$ cat src/hdl/abst_pkg.sv
`default_nettype none

package abst_pkg;

    // Operation codes of the request beat.
    localparam logic [1:0] FUNC_INSERT = 2'd0;
    localparam logic [1:0] FUNC_DELETE = 2'd1;
    localparam logic [1:0] FUNC_FIND   = 2'd2;

    // Status codes of the response beat.
    localparam logic [1:0] ST_OK       = 2'd0;
    localparam logic [1:0] ST_NOTFOUND = 2'd1;
    localparam logic [1:0] ST_OVERFLOW = 2'd2;

    // Step addresses of the control program.
    localparam int STEP_W = 5;
    typedef logic [STEP_W-1:0] step_t;

    localparam step_t S_INS0 = 5'd0;
    localparam step_t S_INS1 = 5'd1;
    localparam step_t S_INS2 = 5'd2;
    localparam step_t S_INSW = 5'd3;
    localparam step_t S_OVF  = 5'd4;
    localparam step_t S_FND0 = 5'd5;
    localparam step_t S_FND1 = 5'd6;
    localparam step_t S_FND2 = 5'd7;
    localparam step_t S_FND3 = 5'd8;
    localparam step_t S_HIT  = 5'd9;
    localparam step_t S_RML0 = 5'd10;
    localparam step_t S_RML1 = 5'd11;
    localparam step_t S_RML2 = 5'd12;
    localparam step_t S_RMR0 = 5'd13;
    localparam step_t S_RMR1 = 5'd14;
    localparam step_t S_RMR2 = 5'd15;
    localparam step_t S_WK0  = 5'd16;
    localparam step_t S_WK1  = 5'd17;
    localparam step_t S_WK2  = 5'd18;
    localparam step_t S_MOVE = 5'd19;
    localparam step_t S_CLR  = 5'd20;
    localparam step_t S_NF   = 5'd21;
    localparam step_t S_OKD  = 5'd22;

    // Which slot address a step reads from the node memory.
    typedef enum logic [2:0] {
        PR_NONE,
        PR_IDX,
        PR_IDX_L,
        PR_IDX_R,
        PR_J_DIR
    } probe_t;

    // Jump condition of a step.
    typedef enum logic [2:0] {
        C_NEVER,
        C_ALWAYS,
        C_OOR,
        C_MISS,
        C_MATCH,
        C_FIND
    } cond_t;

    // Datapath action of a step.
    typedef enum logic [2:0] {
        ACT_NONE,
        ACT_WALK_INS,
        ACT_WALK_FIND,
        ACT_WRITE_KEY,
        ACT_TAKE_J,
        ACT_MOVE,
        ACT_CLEAR,
        ACT_HIT
    } act_t;

    // Direction of the chain walk during a delete.
    typedef enum logic [1:0] {
        DIR_KEEP,
        DIR_LEFT,
        DIR_RIGHT
    } dir_t;

    // One control word.
    typedef struct packed {
        probe_t probe;
        cond_t  cond;
        step_t  target;
        act_t   act;
        dir_t   dir;
        logic   done;
        logic [1:0] status;
    } uword_t;

    // Datapath flags that the jump conditions test.
    typedef struct packed {
        logic oor;
        logic miss;
        logic match;
        logic find;
    } seq_flags_t;

    function automatic uword_t uw_make(
        input probe_t     probe,
        input cond_t      cond,
        input step_t      target,
        input act_t       act,
        input dir_t       dir,
        input logic       done,
        input logic [1:0] status
    );
        uword_t w;
        w.probe  = probe;
        w.cond   = cond;
        w.target = target;
        w.act    = act;
        w.dir    = dir;
        w.done   = done;
        w.status = status;
        return w;
    endfunction

    // The control program.
    function automatic uword_t ucode(input step_t step);
        uword_t w;
        w = '0;
        unique case (step)
            // Insert: walk down, left on key <= node, write the first empty slot.
            S_INS0: w = uw_make(PR_IDX, C_OOR, S_OVF, ACT_NONE, DIR_KEEP, 1'b0, ST_OK);
            S_INS1: w = uw_make(PR_NONE, C_MISS, S_INSW, ACT_NONE, DIR_KEEP, 1'b0, ST_OK);
            S_INS2: w = uw_make(PR_NONE, C_ALWAYS, S_INS0, ACT_WALK_INS, DIR_KEEP, 1'b0,
                                ST_OK);
            S_INSW: w = uw_make(PR_NONE, C_ALWAYS, S_OKD, ACT_WRITE_KEY, DIR_KEEP, 1'b0,
                                ST_OK);
            S_OVF:  w = uw_make(PR_NONE, C_NEVER, S_INS0, ACT_NONE, DIR_KEEP, 1'b1,
                                ST_OVERFLOW);
            // Find, shared by delete: stop at the first match.
            S_FND0: w = uw_make(PR_IDX, C_OOR, S_NF, ACT_NONE, DIR_KEEP, 1'b0, ST_OK);
            S_FND1: w = uw_make(PR_NONE, C_MISS, S_NF, ACT_NONE, DIR_KEEP, 1'b0, ST_OK);
            S_FND2: w = uw_make(PR_NONE, C_MATCH, S_HIT, ACT_NONE, DIR_KEEP, 1'b0, ST_OK);
            S_FND3: w = uw_make(PR_NONE, C_ALWAYS, S_FND0, ACT_WALK_FIND, DIR_KEEP, 1'b0,
                                ST_OK);
            S_HIT:  w = uw_make(PR_NONE, C_FIND, S_OKD, ACT_HIT, DIR_KEEP, 1'b0, ST_OK);
            // Delete: take the predecessor when a left child exists.
            S_RML0: w = uw_make(PR_IDX_L, C_OOR, S_RMR0, ACT_NONE, DIR_KEEP, 1'b0, ST_OK);
            S_RML1: w = uw_make(PR_NONE, C_MISS, S_RMR0, ACT_NONE, DIR_KEEP, 1'b0, ST_OK);
            S_RML2: w = uw_make(PR_NONE, C_ALWAYS, S_WK0, ACT_TAKE_J, DIR_RIGHT, 1'b0,
                                ST_OK);
            // Otherwise take the successor, or clear a leaf.
            S_RMR0: w = uw_make(PR_IDX_R, C_OOR, S_CLR, ACT_NONE, DIR_KEEP, 1'b0, ST_OK);
            S_RMR1: w = uw_make(PR_NONE, C_MISS, S_CLR, ACT_NONE, DIR_KEEP, 1'b0, ST_OK);
            S_RMR2: w = uw_make(PR_NONE, C_ALWAYS, S_WK0, ACT_TAKE_J, DIR_LEFT, 1'b0,
                                ST_OK);
            // Follow the chain to the extreme node of the subtree.
            S_WK0:  w = uw_make(PR_J_DIR, C_OOR, S_MOVE, ACT_NONE, DIR_KEEP, 1'b0, ST_OK);
            S_WK1:  w = uw_make(PR_NONE, C_MISS, S_MOVE, ACT_NONE, DIR_KEEP, 1'b0, ST_OK);
            S_WK2:  w = uw_make(PR_NONE, C_ALWAYS, S_WK0, ACT_TAKE_J, DIR_KEEP, 1'b0,
                                ST_OK);
            S_MOVE: w = uw_make(PR_NONE, C_ALWAYS, S_RML0, ACT_MOVE, DIR_KEEP, 1'b0,
                                ST_OK);
            S_CLR:  w = uw_make(PR_NONE, C_NEVER, S_INS0, ACT_CLEAR, DIR_KEEP, 1'b1, ST_OK);
            // Terminal steps.
            S_NF:   w = uw_make(PR_NONE, C_NEVER, S_INS0, ACT_NONE, DIR_KEEP, 1'b1,
                                ST_NOTFOUND);
            S_OKD:  w = uw_make(PR_NONE, C_NEVER, S_INS0, ACT_NONE, DIR_KEEP, 1'b1, ST_OK);
            default: w = '0;
        endcase
        return w;
    endfunction

endpackage

`default_nettype wire

$ cat src/hdl/abst_seq.sv
`default_nettype none

// Step counter and control store: issues one control word per cycle.
module abst_seq (
    input  wire logic                clk,
    input  wire logic                rst_n,
    input  wire logic                start,
    input  wire abst_pkg::step_t     start_step,
    input  wire abst_pkg::seq_flags_t flags,
    input  wire logic                hold,
    output abst_pkg::uword_t         uw,
    output logic                     active
);

    import abst_pkg::*;

    step_t upc_reg;
    logic  run_reg;
    logic  jump;

    // Control word of the current step; all-zero is a no-op while idle.
    assign uw     = run_reg ? ucode(upc_reg) : '0;
    assign active = run_reg;

    // Jump condition select.
    always_comb
    begin
        unique case (uw.cond)
            C_NEVER:  jump = 1'b0;
            C_ALWAYS: jump = 1'b1;
            C_OOR:    jump = flags.oor;
            C_MISS:   jump = flags.miss;
            C_MATCH:  jump = flags.match;
            C_FIND:   jump = flags.find;
            default:  jump = 1'b0;
        endcase
    end

    // Step counter: start, advance, jump, or stop at a terminal step.
    always_ff @(posedge clk or negedge rst_n)
    begin
        if (!rst_n)
        begin
            run_reg <= 1'b0;
            upc_reg <= S_INS0;
        end
        else if (start)
        begin
            run_reg <= 1'b1;
            upc_reg <= start_step;
        end
        else if (run_reg)
        begin
            if (uw.done)
            begin
                if (!hold)
                begin
                    run_reg <= 1'b0;
                end
            end
            else if (jump)
            begin
                upc_reg <= uw.target;
            end
            else
            begin
                upc_reg <= upc_reg + STEP_W'(1);
            end
        end
    end

endmodule

`default_nettype wire
$ cat config.mk
export PLATFORM = sky130hd
export DESIGN_NAME = abst_seq
export DESIGN_NICKNAME = d
export VERILOG_FILES = /design/src/hdl/abst_pkg.sv /design/src/hdl/abst_seq.sv
export SDC_FILE = /design/constraint.sdc
export NUM_CORES = 1
export LEC_CHECK = 0
export BUFFER_PORTS_ARGS = -buffer_cell sky130_fd_sc_hd__buf_2
export CAP_MARGIN = 20
export CORE_AREA = 3 3 54 56
export CTS_CLUSTER_SIZE = 30
export DETAILED_ROUTE_END_ITERATION = 6
export DIE_AREA = 0 0 57 59
export PLACE_DENSITY_LB_ADDON = 0.3
export SLEW_MARGIN = 15
export SYNTH_ARGS = -nofsm -noshare
export SYNTH_HDL_FRONTEND = slang
export SYNTH_SLANG_ARGS = --single-unit
$ cat constraint.sdc
create_clock -name clk -period 2.4 [get_ports clk]
set_clock_uncertainty 0.15 [all_clocks]
set_input_delay 0.24 -clock clk [delete_from_list [all_inputs] [get_ports clk]]
set_output_delay 0.24 -clock clk [all_outputs]
set_load 0.1 [all_outputs]
==> flow_metrics.py <==
metrics = {
    "cts": {
        "clk_pin_slew_worst_paths_ns": 0.05,
        "cts_tree": "yes",
        "clk_path_buf_depth": 2,
        "h-tree-depth": 1,
        "numCtsBuffers": 3,
        "ctsRootBufferMaster": "clkbuf_4",
        "clkSinkCount": 6,
        "worstSkewPairLatency_ns": 0.25,
    },
    "sta": {
        "worst_pin_slew_ns": 0.499,
        "relSlewSlack_pct": 66.4,
        "period_share_pct": 109,
        "finalSetupViolCount": 9,
        "hold_viol_final": 0,
        "rsz0062_at_grt": "yes",
        "fin_tns_setup_ns": -1.17,
        "clock.fmax_mhz": 381,
        "drv_slew": 0,
        "fin_ws_ns": -0.223,
        "post-route-min-period_ns": 2.62,
    },
    "final_layout": {
        "final_util_pct": 91.0,
        "finish.net_count": 246,
        "drive_above_1_share_pct": 60.2,
        "multi_input_area_um2": 1210,
        "nFillCells": 101,
        "largest_register_ffs": 5,
        "layout_commonest_cell": "buf_4",
        "mostFrequentLayoutCells": "37 x buf_4, 16 x buf_12, 15 x buf_2",
        "diodes": 0,
        "area_delta_synth_final_pct": 97.8,
        "seqCellArea_um2": 159,
    },
    "worst_setup_path": {
        "crit_slowest_cell": "dfrtp_2",
        "critical_path_class": "reg2reg",
        "max_stage_delay_ns": 0.46,
        "start_kind": "flop",
        "endpoint_kind": "flop",
        "cp_cell_sequence": "buf_6, ha_4, mux2i_1, nor2_1, o32ai_4, mux2i_4, buf_6, nor3_2, a221o_1",
        "crit_top_cell": "buf_6",
        "crit_fanout": 4,
        "required_ns": 2.36,
        "cp.arrival_ns": 2.58,
    },
    "synthesis": {
        "yosysWarnings": 0,
        "synth-edff-count": 0,
        "postSynthCellCount": 151,
        "synth_nets": 174,
        "syn_area_um2": 1140,
        "yosysSeqAreaShare_pct": 13.2,
        "syn_avg_cell_area_um2": 7.55,
        "ys_async_sr_fraction_pct": 100,
        "synthFlopType": "dfrtp_1",
        "ys_types": 53,
        "synth-seq-cells": 6,
    },
    "die": {
        "die_area_um2": 3360,
        "dieWidth_um": 57,
        "die_h_um": 59,
        "rows": 18,
        "io_pins": 33,
        "core_um2": 2480,
        "start_util_pct": 46.0,
    },
    "status": {
        "status": "finished with violations",
        "violations": "negative setup slack",
    },
    "placed_design": {
        "place_congestion": 0.912,
        "placement.io_buffers": 32,
        "place_hpwl_um": 3290,
    },
    "grt": {
        "first_global_vias": 1780,
        "grt_first_pass_wirelength_um": 8670,
        "grt_max_degree": 16,
        "grt.total_usage_pct": 33.0,
        "antenna_found_initial": 0,
        "gr-total-overflow": 0,
    },
    "detailed_routing": {
        "dr_total_vias": 1777,
        "wl_per_cell_um": 25.5,
        "vias_per_cell": 7.08,
        "drc": 0,
        "drtAntennaViolNets": 0,
        "dr.pass1.iters": 6,
        "finalWirelength_um": 6400,
        "drt_iter0_drc": 148,
    },
    "flow_run": {
        "maxCapViolCount": 0,
    },
    "hold_path": {
        "hold_class": "in2reg",
    },
}
-- critical path: cells and delay by family (launching register included) --
kind            cells  cell delay [ns]
compound gates      2             0.70
mux                 2             0.56
flops               1             0.46
buf+inv             2             0.30
fa+ha+maj           1             0.16
simple gates        2             0.15
-- per-layer routing --
metal / global-route usage, % / vias up / part of all wire, %
met3: 8.06 / 78 / 11
li1: - / 702 / -
met1: 35.4 / 800 / 32
met2: 56.6 / 197 / 48
met4: 23.8 / 0 / 9.3
met5: 0 / - / 0
-- per-stage QoR --
stage	hold WS [ns]	setup WS, ns	instances	cell area [um^2]
after floorplan	-0.206	-0.549	151	1320
after global placement	-0.0804	0.0539	231	1900
after detailed placement	-0.0745	-0.136	231	1900
after CTS	0.0645	-0.0306	246	2150
after global routing	0.0716	-0.263	251	2250
final	0.0568	-0.223	251	2250
-- cell usage after synthesis, drive strengths merged (2+ instances only) --
| master | instances | share of area [%] |
|---|---|---|
| clkbuf | 2 | 0.66 |
| dfrtp | 6 | 13 |
| a31oi | 4 | 2.2 |
| o32ai | 2 | 3.2 |
| nor4b | 2 | 2.9 |
| ha | 10 | 11 |
| and2 | 2 | 1.1 |
| or3b | 2 | 1.5 |
| a21oi | 12 | 5.3 |
| nand2 | 13 | 4.3 |
| nand3 | 5 | 2.2 |
| nor3 | 7 | 3.1 |
| a211oi | 6 | 4.0 |
| inv | 10 | 3.3 |
| nor4 | 2 | 1.1 |
| mux2i | 4 | 4.9 |
| nand3b | 2 | 1.3 |
| nor2 | 12 | 4.0 |
| nand2b | 6 | 3.3 |
| buf | 9 | 4.8 |
| o21ai | 7 | 3.1 |
| a211o | 2 | 1.5 |
-- kinds of logic (layout without fill, tap and decap cells) --
family / after synthesis / after routing / share of synthesized area, %
multiplexers: 5 / 5 / 5.93
flip-flops: 6 / 6 / 13.2
AO/OA/AOI/OAI: 47 / 47 / 30.5
adder cells (fa/ha/maj): 10 / 10 / 11.0
AND/OR/NAND/NOR: 61 / 61 / 30.3
buffers and inverters: 22 / 92 / 9.11
-- cell type report --
| type | instances | share of cell area (%) |
|---|---|---|
| multi-input cells | 123 | 53.6 |
| well taps | 30 | 1.66 |
| flip-flops and latches | 6 | 7.05 |
| clock buffers | 3 | 0.999 |
| inverters | 11 | 2.05 |
| repair buffers | 78 | 34.6 |
-- timing repair --
item,CTS,global route
setup buffers,11,6
hold buffers,1,0
setup endpoints to repair,8,15
pin swaps,8,8
gates resized for setup,28,14
endpoints found under the hold margin,6,0
-- worst paths after layout --
| kind | from | endpoint | slack (ns) | cells past startpoint |
|---|---|---|---|---|
| min | start_step[2] | upc_reg[2]$_DFFE_PN0P_ | 0.06 | 2 |
| max | upc_reg[0]$_DFFE_PN0P_ | upc_reg[3]$_DFFE_PN0P_ | -0.22 | 9 |
| max reg2reg | upc_reg[0]$_DFFE_PN0P_ | upc_reg[3]$_DFFE_PN0P_ | -0.22 | 9 |
| min in group asynchronous | rst_n | upc_reg[2]$_DFFE_PN0P_ | 0.23 | 2 |
| max in group asynchronous | rst_n | active$_DFF_PN0_ | 1.69 | 2 |
| min reg2reg | active$_DFF_PN0_ | active$_DFF_PN0_ | 0.64 | 2 |
Power is left out: the tool's default activity adds up to more than one toggle a clock period on the data nets, which glitch-free logic cannot reach.
